`src/rtl/ecc_pkg.sv`:
```
// Shared constants and types for the edge set cycle checker.
package ecc_pkg;

  localparam int MAX_EDGES  = 8;
  localparam int SLOT_MAX   = 2 * MAX_EDGES;
  localparam int SLOT_W     = $clog2(SLOT_MAX);
  localparam int USED_W     = $clog2(SLOT_MAX + 1);
  localparam int EDGE_CNT_W = $clog2(MAX_EDGES + 1);
  localparam int ID_W       = 24;
  localparam int DEG_W      = 2;

  localparam logic [DEG_W-1:0] DEG_ZERO = DEG_W'(0);
  localparam logic [DEG_W-1:0] DEG_ONE  = DEG_W'(1);
  localparam logic [DEG_W-1:0] DEG_TWO  = DEG_W'(2);

  // One write command into the slot table per cycle, all at one address.
  typedef struct packed {
    logic [SLOT_W-1:0] addr;
    logic              id_we;
    logic [ID_W-1:0]   id;
    logic              deg_we;
    logic [DEG_W-1:0]  deg;
    logic              nb0_we;
    logic              nb1_we;
    logic [SLOT_W-1:0] nb;
    logic              vis_we;
    logic              clr_deg;
    logic              clr_vis;
  } ecc_wr_t;

  // Contents of the slot addressed by the single read port.
  typedef struct packed {
    logic [ID_W-1:0]   id;
    logic [DEG_W-1:0]  deg;
    logic [SLOT_W-1:0] nb0;
    logic [SLOT_W-1:0] nb1;
    logic              vis;
  } ecc_rd_t;

endpackage

```
`src/rtl/ecc_slots.sv`:
```
// Slot table: node id, degree, two neighbours and a visited mark per slot.
module ecc_slots (
  input  logic                       clk,
  input  logic                       rst,
  input  logic [ecc_pkg::SLOT_W-1:0] raddr,
  input  ecc_pkg::ecc_wr_t           wr,
  output ecc_pkg::ecc_rd_t           rd
);

  logic [ecc_pkg::ID_W-1:0]   ids [ecc_pkg::SLOT_MAX];
  logic [ecc_pkg::DEG_W-1:0]  deg [ecc_pkg::SLOT_MAX];
  logic [ecc_pkg::SLOT_W-1:0] nb0 [ecc_pkg::SLOT_MAX];
  logic [ecc_pkg::SLOT_W-1:0] nb1 [ecc_pkg::SLOT_MAX];
  logic [ecc_pkg::SLOT_MAX-1:0] vis;

  always_ff @(posedge clk) begin
    if (wr.id_we) begin
      ids[wr.addr] <= wr.id;
    end
    if (wr.nb0_we) begin
      nb0[wr.addr] <= wr.nb;
    end
    if (wr.nb1_we) begin
      nb1[wr.addr] <= wr.nb;
    end
  end

  // Degrees drop back to zero for every new set.
  always_ff @(posedge clk) begin
    if (rst || wr.clr_deg) begin
      for (int i = 0; i < ecc_pkg::SLOT_MAX; i++) begin
        deg[i] <= ecc_pkg::DEG_ZERO;
      end
    end else if (wr.deg_we) begin
      deg[wr.addr] <= wr.deg;
    end
  end

  always_ff @(posedge clk) begin
    if (rst || wr.clr_vis) begin
      vis <= '0;
    end else if (wr.vis_we) begin
      vis[wr.addr] <= 1'b1;
    end
  end

  always_comb begin
    rd.id  = ids[raddr];
    rd.deg = deg[raddr];
    rd.nb0 = nb0[raddr];
    rd.nb1 = nb1[raddr];
    rd.vis = vis[raddr];
  end

endmodule

```
`src/rtl/ecc_seq.sv`:
```
// Sequencer: slot search, degree update and path trace over the slot table.
module ecc_seq (
  input  logic                     clk,
  input  logic                     rst,
  input  logic                     start,
  input  logic [ecc_pkg::ID_W-1:0] end_a,
  input  logic [ecc_pkg::ID_W-1:0] end_b,
  input  logic                     last_edge,
  input  logic                     res_ready,
  input  ecc_pkg::ecc_rd_t         rd,
  output logic [ecc_pkg::SLOT_W-1:0] raddr,
  output ecc_pkg::ecc_wr_t         wr,
  output logic                     ready,
  output logic                     res_valid,
  output logic                     res_bit
);

  localparam logic [3:0] S_IDLE     = 4'd0;
  localparam logic [3:0] S_SCAN_A   = 4'd1;
  localparam logic [3:0] S_SCAN_B   = 4'd2;
  localparam logic [3:0] S_DEG_A    = 4'd3;
  localparam logic [3:0] S_DEG_B    = 4'd4;
  localparam logic [3:0] S_WR_A     = 4'd5;
  localparam logic [3:0] S_WR_B     = 4'd6;
  localparam logic [3:0] S_EV_START = 4'd7;
  localparam logic [3:0] S_EV_ALL2  = 4'd8;
  localparam logic [3:0] S_EV_SCAN  = 4'd9;
  localparam logic [3:0] S_EV_WALK  = 4'd10;
  localparam logic [3:0] S_EV_FINAL = 4'd11;
  localparam logic [3:0] S_DONE     = 4'd12;

  logic [3:0]                       state, state_next;
  logic [ecc_pkg::USED_W-1:0]       idx, idx_next;
  logic [ecc_pkg::USED_W-1:0]       used, used_next;
  logic [ecc_pkg::EDGE_CNT_W-1:0]   edge_cnt, edge_cnt_next;
  logic                             ovf, ovf_next;
  logic [ecc_pkg::ID_W-1:0]         a_id, a_id_next;
  logic [ecc_pkg::ID_W-1:0]         b_id, b_id_next;
  logic                             last, last_next;
  logic [ecc_pkg::SLOT_W-1:0]       sa, sa_next;
  logic [ecc_pkg::SLOT_W-1:0]       sb, sb_next;
  logic [ecc_pkg::DEG_W-1:0]        da, da_next;
  logic [ecc_pkg::DEG_W-1:0]        db, db_next;
  logic [ecc_pkg::SLOT_W-1:0]       walk_start, walk_start_next;
  logic [ecc_pkg::SLOT_W-1:0]       walk_from, walk_from_next;
  logic [ecc_pkg::SLOT_W-1:0]       walk_at, walk_at_next;
  logic                             res, res_next;

  logic [ecc_pkg::ID_W-1:0] key;
  logic                     id_hit;
  logic                     same_slot;
  logic                     scan_end;
  logic [3:0]               edge_end;

  // The one id comparator, shared by both endpoint searches.
  assign key       = (state == S_SCAN_B) ? b_id : a_id;
  assign id_hit    = (rd.id == key);
  assign same_slot = (sa == sb);
  assign scan_end  = (idx == used);
  assign edge_end  = last ? S_EV_START : S_IDLE;

  assign ready     = (state == S_IDLE);
  assign res_valid = (state == S_DONE);
  assign res_bit   = res;

  always_comb begin
    state_next      = state;
    idx_next        = idx;
    used_next       = used;
    edge_cnt_next   = edge_cnt;
    ovf_next        = ovf;
    a_id_next       = a_id;
    b_id_next       = b_id;
    last_next       = last;
    sa_next         = sa;
    sb_next         = sb;
    da_next         = da;
    db_next         = db;
    walk_start_next = walk_start;
    walk_from_next  = walk_from;
    walk_at_next    = walk_at;
    res_next        = res;
    raddr           = idx[ecc_pkg::SLOT_W-1:0];
    wr              = '0;
    wr.addr         = sa;

    unique case (state)
      S_IDLE: begin
        if (start) begin
          a_id_next = end_a;
          b_id_next = end_b;
          last_next = last_edge;
          if (!ovf && edge_cnt < ecc_pkg::EDGE_CNT_W'(ecc_pkg::MAX_EDGES)) begin
            edge_cnt_next = edge_cnt + ecc_pkg::EDGE_CNT_W'(1);
            idx_next      = '0;
            state_next    = S_SCAN_A;
          end else begin
            // drop the edge, but still close the set on its last mark
            state_next = last_edge ? S_EV_START : S_IDLE;
          end
        end
      end

      S_SCAN_A, S_SCAN_B: begin
        if (scan_end) begin
          // no match: take the next free slot
          wr.addr   = used[ecc_pkg::SLOT_W-1:0];
          wr.id_we  = 1'b1;
          wr.id     = key;
          used_next = used + ecc_pkg::USED_W'(1);
          idx_next  = '0;
          if (state == S_SCAN_A) begin
            sa_next    = used[ecc_pkg::SLOT_W-1:0];
            state_next = S_SCAN_B;
          end else begin
            sb_next    = used[ecc_pkg::SLOT_W-1:0];
            state_next = S_DEG_A;
          end
        end else if (id_hit) begin
          idx_next = '0;
          if (state == S_SCAN_A) begin
            sa_next    = idx[ecc_pkg::SLOT_W-1:0];
            state_next = S_SCAN_B;
          end else begin
            sb_next    = idx[ecc_pkg::SLOT_W-1:0];
            state_next = S_DEG_A;
          end
        end else begin
          idx_next = idx + ecc_pkg::USED_W'(1);
        end
      end

      S_DEG_A: begin
        raddr      = sa;
        da_next    = rd.deg;
        state_next = S_DEG_B;
      end

      S_DEG_B: begin
        raddr = sb;
        if (same_slot ? (rd.deg != ecc_pkg::DEG_ZERO)
                      : (da > ecc_pkg::DEG_ONE || rd.deg > ecc_pkg::DEG_ONE)) begin
          ovf_next   = 1'b1;
          state_next = edge_end;
        end else begin
          db_next    = rd.deg;
          state_next = S_WR_A;
        end
      end

      S_WR_A: begin
        wr.addr   = sa;
        wr.deg_we = 1'b1;
        if (same_slot) begin
          // self loop: the node is its own neighbour on both sides
          wr.nb0_we  = 1'b1;
          wr.nb1_we  = 1'b1;
          wr.nb      = sa;
          wr.deg     = ecc_pkg::DEG_TWO;
          state_next = edge_end;
        end else begin
          wr.nb0_we  = !da[0];
          wr.nb1_we  = da[0];
          wr.nb      = sb;
          wr.deg     = da + ecc_pkg::DEG_ONE;
          state_next = S_WR_B;
        end
      end

      S_WR_B: begin
        wr.addr    = sb;
        wr.deg_we  = 1'b1;
        wr.nb0_we  = !db[0];
        wr.nb1_we  = db[0];
        wr.nb      = sa;
        wr.deg     = db + ecc_pkg::DEG_ONE;
        state_next = edge_end;
      end

      S_EV_START: begin
        wr.clr_vis = 1'b1;
        idx_next   = '0;
        if (ovf) begin
          res_next   = 1'b1;
          state_next = S_DONE;
        end else begin
          state_next = S_EV_ALL2;
        end
      end

      S_EV_ALL2: begin
        if (scan_end) begin
          res_next   = 1'b1;
          state_next = S_DONE;
        end else if (rd.deg != ecc_pkg::DEG_TWO) begin
          idx_next   = '0;
          state_next = S_EV_SCAN;
        end else begin
          idx_next = idx + ecc_pkg::USED_W'(1);
        end
      end

      S_EV_SCAN: begin
        if (scan_end) begin
          idx_next   = '0;
          state_next = S_EV_FINAL;
        end else begin
          idx_next = idx + ecc_pkg::USED_W'(1);
          if (rd.deg == ecc_pkg::DEG_ONE && !rd.vis) begin
            // open a path trace at this unvisited end
            wr.addr         = idx[ecc_pkg::SLOT_W-1:0];
            wr.vis_we       = 1'b1;
            walk_start_next = idx[ecc_pkg::SLOT_W-1:0];
            walk_from_next  = idx[ecc_pkg::SLOT_W-1:0];
            walk_at_next    = rd.nb0;
            state_next      = S_EV_WALK;
          end
        end
      end

      S_EV_WALK: begin
        raddr     = walk_at;
        wr.addr   = walk_at;
        if (walk_at != walk_start && rd.deg == ecc_pkg::DEG_TWO && !rd.vis) begin
          wr.vis_we      = 1'b1;
          walk_at_next   = (rd.nb0 == walk_from) ? rd.nb1 : rd.nb0;
          walk_from_next = walk_at;
        end else if (walk_at == walk_start) begin
          res_next   = 1'b1;
          state_next = S_DONE;
        end else begin
          wr.vis_we  = 1'b1;
          state_next = S_EV_SCAN;
        end
      end

      S_EV_FINAL: begin
        if (scan_end) begin
          res_next   = 1'b0;
          state_next = S_DONE;
        end else if (rd.deg == ecc_pkg::DEG_TWO && !rd.vis) begin
          res_next   = 1'b1;
          state_next = S_DONE;
        end else begin
          idx_next = idx + ecc_pkg::USED_W'(1);
        end
      end

      S_DONE: begin
        if (res_ready) begin
          wr.clr_deg    = 1'b1;
          used_next     = '0;
          edge_cnt_next = '0;
          ovf_next      = 1'b0;
          state_next    = S_IDLE;
        end
      end

      default: begin
        state_next = S_IDLE;
      end
    endcase
  end

  always_ff @(posedge clk) begin
    if (rst) begin
      state    <= S_IDLE;
      used     <= '0;
      edge_cnt <= '0;
      ovf      <= 1'b0;
    end else begin
      state    <= state_next;
      used     <= used_next;
      edge_cnt <= edge_cnt_next;
      ovf      <= ovf_next;
    end
  end

  always_ff @(posedge clk) begin
    idx        <= idx_next;
    a_id       <= a_id_next;
    b_id       <= b_id_next;
    last       <= last_next;
    sa         <= sa_next;
    sb         <= sb_next;
    da         <= da_next;
    db         <= db_next;
    walk_start <= walk_start_next;
    walk_from  <= walk_from_next;
    walk_at    <= walk_at_next;
    res        <= res_next;
  end

  a_used_bound: assert property (@(posedge clk) disable iff (rst)
    used <= ecc_pkg::USED_W'(ecc_pkg::SLOT_MAX))
    else $error("slot count beyond table size");

  a_edge_bound: assert property (@(posedge clk) disable iff (rst)
    edge_cnt <= ecc_pkg::EDGE_CNT_W'(ecc_pkg::MAX_EDGES))
    else $error("edge count beyond limit");

  a_set_cleared: assert property (@(posedge clk) disable iff (rst)
    (state == S_DONE && res_ready) |=> (used == '0 && edge_cnt == '0 && !ovf))
    else $error("set state not cleared after result");

  a_slots_per_edge: assert property (@(posedge clk) disable iff (rst)
    (state == S_IDLE) |-> (used <= {edge_cnt, 1'b0}))
    else $error("more slots than two per accepted edge");

endmodule

```
`src/rtl/edge_set_cycle_check.sv`:
```
// Top level of the edge set cycle checker with its result register.
//
//   channel  direction  handshake                  payload
//   edge     in         edge_valid / edge_stall    end_a, end_b, last_edge
//   result   out        result_valid / result_stall  cycle_found
//
// An accepted edge keeps the sequencer busy: a single id comparator searches the
// slot table a slot a cycle for each end, then degrees are read and written a slot
// a cycle. A dropped edge that is not the last leaves the sequencer ready. The last
// edge adds a path trace before the result word.
// Reset is synchronous and clears the set at once; no clearing pass. edge_stall is
// high while the sequencer is busy, which a waiting result word prolongs only once
// the next set reaches its own result.
module edge_set_cycle_check (
  input  logic                     clk,
  input  logic                     rst,
  input  logic                     edge_valid,
  output logic                     edge_stall,
  input  logic [ecc_pkg::ID_W-1:0] end_a,
  input  logic [ecc_pkg::ID_W-1:0] end_b,
  input  logic                     last_edge,
  output logic                     result_valid,
  input  logic                     result_stall,
  output logic                     cycle_found
);

  logic                       seq_ready;
  logic                       start;
  logic                       res_valid;
  logic                       res_bit;
  logic                       res_ready;
  logic [ecc_pkg::SLOT_W-1:0] raddr;
  ecc_pkg::ecc_wr_t           wr;
  ecc_pkg::ecc_rd_t           rd;

  assign edge_stall = !seq_ready;
  assign start      = edge_valid && seq_ready;
  assign res_ready  = !result_valid || !result_stall;

  ecc_slots u_slots (
    .clk   (clk),
    .rst   (rst),
    .raddr (raddr),
    .wr    (wr),
    .rd    (rd)
  );

  ecc_seq u_seq (
    .clk       (clk),
    .rst       (rst),
    .start     (start),
    .end_a     (end_a),
    .end_b     (end_b),
    .last_edge (last_edge),
    .res_ready (res_ready),
    .rd        (rd),
    .raddr     (raddr),
    .wr        (wr),
    .ready     (seq_ready),
    .res_valid (res_valid),
    .res_bit   (res_bit)
  );

  // hold the result word until it is taken
  always_ff @(posedge clk) begin
    if (rst) begin
      result_valid <= 1'b0;
    end else if (res_valid && res_ready) begin
      result_valid <= 1'b1;
    end else if (!result_stall) begin
      result_valid <= 1'b0;
    end
  end

  always_ff @(posedge clk) begin
    if (res_valid && res_ready) begin
      cycle_found <= res_bit;
    end
  end

endmodule

```
`config.mk`:
```
export PLATFORM = sky130hd
export DESIGN_NAME = edge_set_cycle_check
export DESIGN_NICKNAME = d
export VERILOG_FILES = /design/src/rtl/ecc_pkg.sv /design/src/rtl/ecc_slots.sv /design/src/rtl/ecc_seq.sv /design/src/rtl/edge_set_cycle_check.sv
export SDC_FILE = /design/constraint.sdc
export NUM_CORES = 1
export LEC_CHECK = 0
export BUFFER_PORTS_ARGS = -buffer_cell sky130_fd_sc_hd__buf_2
export CORE_ASPECT_RATIO = 1.2
export CORE_MARGIN = 4
export CORE_UTILIZATION = 61
export CTS_CLUSTER_DIAMETER = 60
export CTS_CLUSTER_SIZE = 12
export DETAILED_ROUTE_END_ITERATION = 12
export PLACE_DENSITY = 0.78
export SLEW_MARGIN = 30
export SYNTH_ARGS = -nofsm -noshare
export SYNTH_HDL_FRONTEND = slang
export SYNTH_SLANG_ARGS = --single-unit
export TNS_END_PERCENT = 1
```
`constraint.sdc`:
```
create_clock -name clk -period 8.49 [get_ports clk]
set_input_delay 0.849 -clock clk [delete_from_list [all_inputs] [get_ports clk]]
set_output_delay 0.849 -clock clk [all_outputs]
set_load 0.01 [all_outputs]
```
==> metrics.txt, run 1 <==
# TYPE chip_impl_metric gauge
chip_impl_metric{name="via_per_inst",unit=""} 6.496
chip_impl_info{name="timing.critical_path.from",value="u_seq.state[1]$_SDFFE_PP0P_"} 1
chip_impl_metric{name="final-instance-count-excl-fill",unit=""} 2824
chip_impl_info{name="worst_setup_path_start_kind",value="flop"} 1
chip_impl_metric{name="maxClockFrequency",unit="MHz"} 157.6
chip_impl_info{name="crit_family",value="simple AND/OR/NAND/NOR gates"} 1
chip_impl_info{name="worst_setup_path_endpoint",value="u_seq.sa[3]$_DFFE_PP_"} 1
chip_impl_metric{name="grt_pass1_vias",unit=""} 18060
chip_impl_metric{name="clock_tree_buffer_depth",unit=""} 3
chip_impl_metric{name="utilization_after_layout",unit=""} 0.6733
chip_impl_metric{name="number_of_synthesized_flops_with_an_enable_pin",unit=""} 624
chip_impl_metric{name="critPathBufInv",unit=""} 1
chip_impl_metric{name="pin_count_of_the_biggest_net_entering_global_routing",unit=""} 73
chip_impl_info{name="synth_top_family_by_area",value="simple AND/OR/NAND/NOR gates"} 1
chip_impl_metric{name="timing_worst_slew_pin_value",unit="ns"} 1.018
chip_impl_info{name="cts.root.buffer_cell",value="sky130_fd_sc_hd__clkbuf_16"} 1
chip_impl_metric{name="cts_htree_levels",unit=""} 2
chip_impl_metric{name="nets",unit=""} 2240
chip_impl_info{name="crit_chain",value="nand4bb_1, nand4_4, nand3_4, buf_4, mux2i_1, a32oi_1, o221ai_1, xnor2_1, nand4_1, nor4_1, nor2_1, o21a_2, nor4_2"} 1
chip_impl_metric{name="synth_top_cell_area_share",unit=""} 0.6634
chip_impl_metric{name="yosys.area_share.simple",unit=""} 0.1341
chip_impl_info{name="outcome",value="complete, no violations"} 1
chip_impl_metric{name="post_route_cells_drive_above_1_share",unit=""} 0.1196
chip_impl_metric{name="max_cap_violations",unit=""} 0
chip_impl_metric{name="chipWidth",unit="µm"} 204.4
chip_impl_metric{name="die-area",unit="µm²"} 49830
chip_impl_info{name="synthTopCellsByArea",value="sky130_fd_sc_hd__edfxtp_1 66%, sky130_fd_sc_hd__nand2_1 5.1%, sky130_fd_sc_hd__mux2i_1 3.6%, sky130_fd_sc_hd__nand3_1 2.4%, sky130_fd_sc_hd__dfxtp_1 2.2%"} 1
chip_impl_metric{name="globalRouteOverflowTotal",unit=""} 0
chip_impl_metric{name="ctsResizeCount",unit=""} 0
chip_impl_metric{name="placement_rows",unit=""} 86
chip_impl_metric{name="total_power",unit="mW"} 10.45
chip_impl_metric{name="ios",unit=""} 56
chip_impl_metric{name="postRouteAntennaNets",unit=""} 0
chip_impl_info{name="cp-end-kind",value="flop"} 1
chip_impl_metric{name="holdBufCountCts",unit=""} 0
chip_impl_metric{name="yosys.area_share.xor_xnor",unit=""} 0.02077
chip_impl_metric{name="synthesis.yosys.warnings",unit=""} 0
chip_impl_metric{name="fin_setup_tns",unit="ns"} 0
chip_impl_metric{name="post_placement_cell_count",unit=""} 2733
chip_impl_info{name="yosys.area.top_type",value="sky130_fd_sc_hd__edfxtp_1"} 1
chip_impl_info{name="post-synth-top-count-cell",value="sky130_fd_sc_hd__edfxtp_1"} 1
chip_impl_metric{name="syn_nets",unit=""} 2215
chip_impl_metric{name="powerDensity",unit="nW/µm²"} 338.5
chip_impl_metric{name="muxShareOfSynthArea",unit=""} 0.04735
chip_impl_metric{name="post_synthesis_instance_area",unit="µm²"} 28250
chip_impl_metric{name="synth_sequential_area_ratio",unit=""} 0.6853
chip_impl_info{name="tritoncts",value="done"} 1
chip_impl_metric{name="route.final.wire_length",unit="µm"} 71770
chip_impl_metric{name="final-hold-violation-count",unit=""} 0
chip_impl_metric{name="finalWeightedCongestion",unit=""} 0.9162
chip_impl_info{name="worst_r2r_startpoint",value="u_seq.state[1]$_SDFFE_PP0P_"} 1
chip_impl_metric{name="syn-instance-count",unit=""} 2158
chip_impl_metric{name="numPortBuffers",unit=""} 55
chip_impl_info{name="min-delay-path-class",value="primary input to flop"} 1
chip_impl_metric{name="arrival",unit="ns"} 6.61
chip_impl_metric{name="slew_viol_final",unit=""} 0
chip_impl_metric{name="layout.filler_cells",unit=""} 3149
chip_impl_info{name="critical_path.reg2reg.endpoint",value="u_seq.sa[3]$_DFFE_PP_"} 1
chip_impl_metric{name="dp_worst_setup_slack",unit="ns"} 2.239
chip_impl_metric{name="path_depth",unit=""} 13
chip_impl_metric{name="placed_area",unit="µm²"} 29090
chip_impl_metric{name="detailedRoute.firstPassIterationCount",unit=""} 6
chip_impl_metric{name="worst_ir_drop_vdd",unit="mV"} 0.2325
chip_impl_metric{name="post-route-drc-count",unit=""} 0
chip_impl_info{name="crit_type",value="flop to flop"} 1
chip_impl_metric{name="synth_area_per_cell",unit="µm²"} 13.09
chip_impl_metric{name="synth-compound-area-share",unit=""} 0.08407
chip_impl_metric{name="cts_setup_buffers",unit=""} 0
chip_impl_metric{name="postLayoutCellArea",unit="µm²"} 30860
chip_impl_metric{name="ys_seq_elements",unit=""} 655
chip_impl_metric{name="worst-path-max-fanout",unit=""} 62
chip_impl_metric{name="fin_worst_hold_slack",unit="ns"} 0.3952
chip_impl_metric{name="postLayoutSetupSlackWorst",unit="ns"} 2.144
chip_impl_metric{name="vert_die_dim",unit="µm"} 243.7
chip_impl_metric{name="clkTransAtPathRegs",unit="ns"} 0.06
chip_impl_metric{name="antenna_found_initial",unit=""} 0
chip_impl_info{name="worst_path_max_delay_cell",value="sky130_fd_sc_hd__nand3_4"} 1
chip_impl_metric{name="wire_length_per_cell_after_detailed_routing",unit="µm"} 25.41
chip_impl_metric{name="yosys.area_share.adder",unit=""} 0.001772
chip_impl_metric{name="reg2reg_slack",unit="ns"} 2.14
chip_impl_metric{name="place_hpwl",unit="µm"} 43700
chip_impl_metric{name="final_min_period_over_clock_period",unit=""} 0.7475
chip_impl_metric{name="fin_skew",unit="ns"} 0.02316
chip_impl_metric{name="worstSkewPairLatency",unit="ns"} 0.63
chip_impl_metric{name="numClockSinks",unit=""} 655
chip_impl_metric{name="core_area",unit="µm²"} 45840
chip_impl_metric{name="async_reset_ff_frac",unit=""} 0
chip_impl_metric{name="grt_pass1_wl",unit="µm"} 108100
chip_impl_metric{name="slowest_delay",unit="ns"} 0.80
chip_impl_info{name="yosys-top-cells-count",value="624 x sky130_fd_sc_hd__edfxtp_1, 384 x sky130_fd_sc_hd__nand2_1, 154 x sky130_fd_sc_hd__nor2_1"} 1
chip_impl_metric{name="tritoncts.num_buffers",unit=""} 60
chip_impl_metric{name="area.growth.synth_to_final",unit="%"} 9.262
chip_impl_metric{name="max_slew_margin",unit=""} 0.3212
chip_impl_info{name="ys.flop_type",value="sky130_fd_sc_hd__edfxtp_1"} 1
chip_impl_metric{name="floorplan.initialDensity",unit=""} 0.6162
chip_impl_metric{name="cells_on_worst_reg2reg_path",unit=""} 13
chip_impl_metric{name="drt_iter0_drc",unit=""} 2372
chip_impl_metric{name="antenna-diode-count",unit=""} 0
chip_impl_metric{name="power.static_leakage",unit="nW"} 10.26
chip_impl_metric{name="num_vias",unit=""} 18340
chip_impl_metric{name="groute.usage.overall",unit=""} 0.2854
chip_impl_metric{name="minimum_clock_period_after_layout",unit="ns"} 6.346
chip_impl_metric{name="post_synth_num_cell_types",unit=""} 84
chip_impl_info{name="unrepaired_setup_endpoints_after_global_routing",value="no"} 1
chip_impl_metric{name="cp_data_required_time",unit="ns"} 8.76
chip_impl_metric{name="final_setup_violations",unit=""} 0
## registers in the layout (all words and copies together) (netlist names), 5 cells and up
name and count:
u_slots.vis 16, u_seq.a_id 24, u_seq.idx 5, u_slots.ids 384, u_slots.deg 32, u_seq.used 5, u_slots.nb0 64, u_slots.nb1 64
u_seq.b_id 24
## metal layers
layer,GRT usage,routed length (µm),share of wire
met1,0.3612,25710,0.36
met3,0.04579,6032,0.084
met5,0,0,0
met4,0.1413,3522,0.049
met2,0.4814,36500,0.51
## cells in the final DEF, fill, tap and decap left out, types with 6 or more instances in the layout
cell	n
sky130_fd_sc_hd__a31oi_1	22
sky130_fd_sc_hd__and3_1	23
sky130_fd_sc_hd__dfxtp_1	31
sky130_fd_sc_hd__nand2_1	384
sky130_fd_sc_hd__inv_1	18
sky130_fd_sc_hd__buf_4	42
sky130_fd_sc_hd__buf_2	55
sky130_fd_sc_hd__o211ai_1	10
sky130_fd_sc_hd__a22o_1	9
sky130_fd_sc_hd__mux2i_1	100
sky130_fd_sc_hd__clkbuf_1	24
sky130_fd_sc_hd__nor2_2	22
sky130_fd_sc_hd__mux4_2	11
sky130_fd_sc_hd__nand3_2	6
sky130_fd_sc_hd__clkbuf_16	60
sky130_fd_sc_hd__nor3_1	14
sky130_fd_sc_hd__mux2_2	7
sky130_fd_sc_hd__a2111oi_0	6
sky130_fd_sc_hd__nor2_1	122
sky130_fd_sc_hd__nand4_1	15
sky130_fd_sc_hd__or3_1	8
sky130_fd_sc_hd__a311oi_1	9
sky130_fd_sc_hd__edfxtp_1	624
sky130_fd_sc_hd__o21ai_1	31
sky130_fd_sc_hd__nor2_4	12
sky130_fd_sc_hd__a221oi_1	35
sky130_fd_sc_hd__nor2b_1	9
sky130_fd_sc_hd__a32o_1	10
sky130_fd_sc_hd__a211oi_1	25
sky130_fd_sc_hd__xnor2_1	35
sky130_fd_sc_hd__xor2_1	32
sky130_fd_sc_hd__a32oi_1	11
sky130_fd_sc_hd__o21a_1	6
sky130_fd_sc_hd__and2_1	9
sky130_fd_sc_hd__a21oi_1	54
sky130_fd_sc_hd__a22oi_1	9
sky130_fd_sc_hd__nand2b_1	7
sky130_fd_sc_hd__o21ai_0	59
sky130_fd_sc_hd__nand3_1	136
## how the worst min path moves through the flow
stage	to	cells past startpoint	start	slack (ns)
floorplan	cycle_found$_DFFE_PP_	0	u_seq.res_bit$_SDFFCE_PN1P_	0.40
global placement	cycle_found$_DFFE_PP_	0	u_seq.res_bit$_SDFFCE_PN1P_	0.42
detailed placement	cycle_found$_DFFE_PP_	0	u_seq.res_bit$_SDFFCE_PN1P_	0.42
CTS	u_seq.b_id[3]$_DFFE_PP_	1	end_b[3]	0.36
global route	u_seq.a_id[12]$_DFFE_PP_	1	end_a[12]	0.37
finish	u_seq.a_id[3]$_DFFE_PP_	1	end_a[3]	0.40
## kinds of logic (layout without fill, tap and decap cells)
logic type / after synthesis / in the layout
buffers and inverters: 158 / 208
DFF: 655 / 655
and+or+nand+nor: 816 / 816
xor gates and xnor gates: 67 / 67
adders and majority gates: 4 / 4
muxes: 119 / 119
AOI/OAI and AO/OA: 339 / 339
## report_power, final
| group | internal (mW) | leakage [nW] | switching, mW |
|---|---|---|---|
| clock network | 1.28 | 0.781 | 1.10 |
| logic | 1.33 | 3.64 | 2.86 |
| registers | 3.77 | 5.83 | 0.0993 |
## final cells by class
type                            count  area (µm²)  area share
Timing Repair Buffer              102       720.7     0.02335
Tap cell                          616       770.7     0.02497
Clock inverter                      3       28.78   0.0009324
Clock buffer                       84        1592     0.05157
Inverter                           19       71.32    0.002311
Multi-Input combinational cell   1345        8322      0.2696
Sequential cell                   655       19360      0.6272
## worst register-to-register path: cells and delay by family, from the launching register on
family                 cells  cell delay, ns
multiplexers               1            0.24
flip-flops                 1            0.75
XOR/XNOR                   1            0.40
buffers and inverters      1            0.66
AO/OA/AOI/OAI              3            0.71
AND/OR/NAND/NOR            7            3.24
Note: power is estimated with default switching activity, not from simulation.
==> run 2: changes to the inputs <==
CORE_UTILIZATION = 57   (was 61)
PLACE_DENSITY = 0.76   (was 0.78)
clock period = 5.1 ns   (was 8.49 ns; I/O delays follow)
==> metrics.txt, run 2 (same netlist as run 1, synthesis figures left out) <==
# TYPE chip_impl_metric gauge
chip_impl_info{name="outcome",value="complete, no violations"} 1
chip_impl_info{name="crit_type",value="flop to flop"} 1
chip_impl_metric{name="floorplan.initialDensity",unit=""} 0.5752
chip_impl_metric{name="max_slew_margin",unit=""} 0.3589
chip_impl_metric{name="ios",unit=""} 56
chip_impl_info{name="cts.root.buffer_cell",value="sky130_fd_sc_hd__clkbuf_16"} 1
chip_impl_metric{name="nets",unit=""} 2338
chip_impl_info{name="min-delay-path-class",value="primary input to flop"} 1
chip_impl_metric{name="chipWidth",unit="µm"} 211.2
chip_impl_metric{name="numClockSinks",unit=""} 655
chip_impl_metric{name="wire_length_per_cell_after_detailed_routing",unit="µm"} 24.95
chip_impl_metric{name="die-area",unit="µm²"} 53200
chip_impl_metric{name="globalRouteOverflowTotal",unit=""} 0
chip_impl_info{name="reg_top3",value="u_slots.ids (384), u_slots.nb0 (64), u_slots.nb1 (64)"} 1
chip_impl_metric{name="final_setup_violations",unit=""} 0
chip_impl_metric{name="worst-path-max-fanout",unit=""} 23
chip_impl_info{name="worst_setup_path_start_kind",value="flop"} 1
chip_impl_metric{name="grt_pass1_wl",unit="µm"} 110900
chip_impl_metric{name="total_power",unit="mW"} 18.16
chip_impl_metric{name="clock_network_fraction_of_design_power",unit=""} 0.230
chip_impl_metric{name="place_hpwl",unit="µm"} 47710
chip_impl_info{name="largest_register_by_flop_count",value="u_slots.ids"} 1
chip_impl_metric{name="comb_power_share",unit=""} 0.417
chip_impl_metric{name="clkTransAtPathRegs",unit="ns"} 0.06
chip_impl_metric{name="cp_data_required_time",unit="ns"} 5.47
chip_impl_metric{name="minimum_clock_period_after_layout",unit="ns"} 4.895
chip_impl_metric{name="switching_share",unit=""} 0.3854
chip_impl_metric{name="detailedRoute.firstPassIterationCount",unit=""} 6
chip_impl_metric{name="post-route-drc-count",unit=""} 0
chip_impl_metric{name="grt_pass1_vias",unit=""} 18690
chip_impl_metric{name="timing_worst_slew_pin_value",unit="ns"} 0.9581
chip_impl_metric{name="route.final.wire_length",unit="µm"} 73740
chip_impl_metric{name="layout.filler_cells",unit=""} 3431
chip_impl_metric{name="postRouteAntennaNets",unit=""} 0
chip_impl_metric{name="vert_die_dim",unit="µm"} 251.9
chip_impl_metric{name="cts_htree_levels",unit=""} 2
chip_impl_metric{name="largest_register_ff_count",unit=""} 384
chip_impl_metric{name="power.net_switching",unit="mW"} 6.997
chip_impl_metric{name="placement_rows",unit=""} 89
chip_impl_info{name="critPathMostFrequentCell",value="sky130_fd_sc_hd__buf_4"} 1
chip_impl_metric{name="groute.usage.overall",unit=""} 0.2723
chip_impl_metric{name="worst_ir_drop_vdd",unit="mV"} 0.5528
chip_impl_info{name="tritoncts",value="done"} 1
chip_impl_metric{name="area.growth.synth_to_final",unit="%"} 13.24
chip_impl_metric{name="finalWeightedCongestion",unit=""} 0.9258
chip_impl_info{name="layout.cells.most_common_list",value="624 x sky130_fd_sc_hd__edfxtp_1, 384 x sky130_fd_sc_hd__nand2_1, 136 x sky130_fd_sc_hd__nand3_1"} 1
chip_impl_metric{name="final-hold-violation-count",unit=""} 0
chip_impl_metric{name="antenna_found_initial",unit=""} 0
chip_impl_metric{name="worstSkewPairLatency",unit="ns"} 0.65
chip_impl_metric{name="arrival",unit="ns"} 5.26
chip_impl_metric{name="cell_internal_pwr",unit="mW"} 11.16
chip_impl_info{name="cp-end-kind",value="flop"} 1
chip_impl_metric{name="num_vias",unit=""} 18720
chip_impl_info{name="unrepaired_setup_endpoints_after_global_routing",value="no"} 1
chip_impl_metric{name="core_area",unit="µm²"} 49110
chip_impl_metric{name="post_route_cells_drive_above_1_share",unit=""} 0.1510
chip_impl_metric{name="numPortBuffers",unit=""} 55
chip_impl_metric{name="power.static_leakage",unit="nW"} 10.85
chip_impl_metric{name="powerDensity",unit="nW/µm²"} 567.6
chip_impl_metric{name="fin_worst_hold_slack",unit="ns"} 0.03780
chip_impl_metric{name="fin_skew",unit="ns"} 0.02394
chip_impl_metric{name="final_min_period_over_clock_period",unit=""} 0.9597
chip_impl_metric{name="clock_tree_buffer_depth",unit=""} 3
chip_impl_info{name="worst_path_max_delay_cell",value="sky130_fd_sc_hd__dfxtp_1"} 1
chip_impl_metric{name="slew_viol_final",unit=""} 0
chip_impl_metric{name="max_cap_violations",unit=""} 0
chip_impl_metric{name="antenna-diode-count",unit=""} 0
chip_impl_metric{name="power.sequential.fraction",unit=""} 0.353
chip_impl_metric{name="pin_count_of_the_biggest_net_entering_global_routing",unit=""} 101
chip_impl_info{name="crit_chain",value="buf_4, inv_1, o21ai_1, o21a_2, buf_4, nor2_1, a32oi_1, a21oi_1, a2111oi_2, o2111ai_1, o41ai_2, buf_4, nand3_1, o21a_2, nor4_2, buf_4"} 1
chip_impl_metric{name="maxClockFrequency",unit="MHz"} 204.3
chip_impl_metric{name="tritoncts.num_buffers",unit=""} 61
chip_impl_metric{name="via_per_inst",unit=""} 6.335
chip_impl_metric{name="drt_iter0_drc",unit=""} 2084
chip_impl_metric{name="slowest_delay",unit="ns"} 0.52
chip_impl_info{name="most_common_cell_after_layout_fill_and_taps_aside",value="sky130_fd_sc_hd__edfxtp_1"} 1
## run 2: cell types whose count changed in the layout (fill, tap and decap cells not counted), sizes merged
cell	previous run	this run
clkinv	2	1
bufinv	0	1
inv	20	23
and3	25	26
nand3	144	145
clkbuf	84	94
buf	102	189
dlygate4sd3	0	8
## run 2: timing repair
action	in CTS	in global routing
hold buffers	8	0
cloned	0	2
setup endpoints to repair	526	552
endpoints found under the hold margin	8	0
buffers inserted	0	3
pin swaps	0	2
gates resized for setup	2	6
## run 2: power by group through the flow
stage	clock, mW	combinational (mW)	sequential [mW]
floorplan	0	4.99	6.46
global placement	0	7.17	6.51
detailed placement	0	7.37	6.52
CTS	4.24	7.42	6.41
global route	4.45	8.09	6.43
finish	4.18	7.56	6.42
## run 2: worst paths after layout
kind                               startpoint                       end  slack [ns]  cells after the start
setup / recovery  u_seq.state[0]$_SDFFE_PP0P_     u_seq.sa[2]$_DFFE_PP_        0.21                     16
hold / removal                      end_b[16]  u_seq.b_id[16]$_DFFE_PP_        0.04                      1
setup reg to reg  u_seq.state[0]$_SDFFE_PP0P_     u_seq.sa[2]$_DFFE_PP_        0.21                     16
hold reg to reg   u_seq.res_bit$_SDFFCE_PN1P_     cycle_found$_DFFE_PP_        0.43                      0
## run 2: cell type report
type	count	area (µm²)	share of cell area
Clock inverter	6	105.1	0.003286
Inverter	19	71.32	0.002230
Multi-Input combinational cell	1347	8354	0.2612
Tap cell	637	797.0	0.02492
Sequential cell	655	19360	0.6052
Timing Repair Buffer	197	1649	0.05155
Clock buffer	94	1650	0.05159
## run 2: critical path, delay by kind of cell (launching register included)
family          cells  cell delay [ns]
simple gates        3             0.41
flops               1             0.52
buf+inv             5             1.24
compound gates      8             2.42
## run 2: stage by stage
| step | TNS (ns) | instances | setup WS, ns | utilization | area, µm² |
|---|---|---|---|---|---|
| finish | 0 | 2955 | 0.2054 | 0.6514 | 31990 |
| CTS | 0 | 2950 | 0.05431 | 0.6497 | 31910 |
| detailed placement | -52.26 | 2842 | -0.2619 | 0.6122 | 30060 |
| floorplan | 0 | 2158 | 0.2398 | - | 28250 |
| global route | 0 | 2955 | 0.01457 | 0.6514 | 31990 |
| global placement | -3.688 | 2842 | -0.07140 | 0.6121 | 30060 |
## run 2: routing by layer
layer,up-vias,wire [µm],part of all wire,GRT usage
li1,8353,-,-,-
met1,9197,27260,0.37,0.3473
met2,981,37560,0.51,0.4695
met3,190,5589,0.076,0.03967
met4,0,3335,0.045,0.1138
met5,-,0,0,0
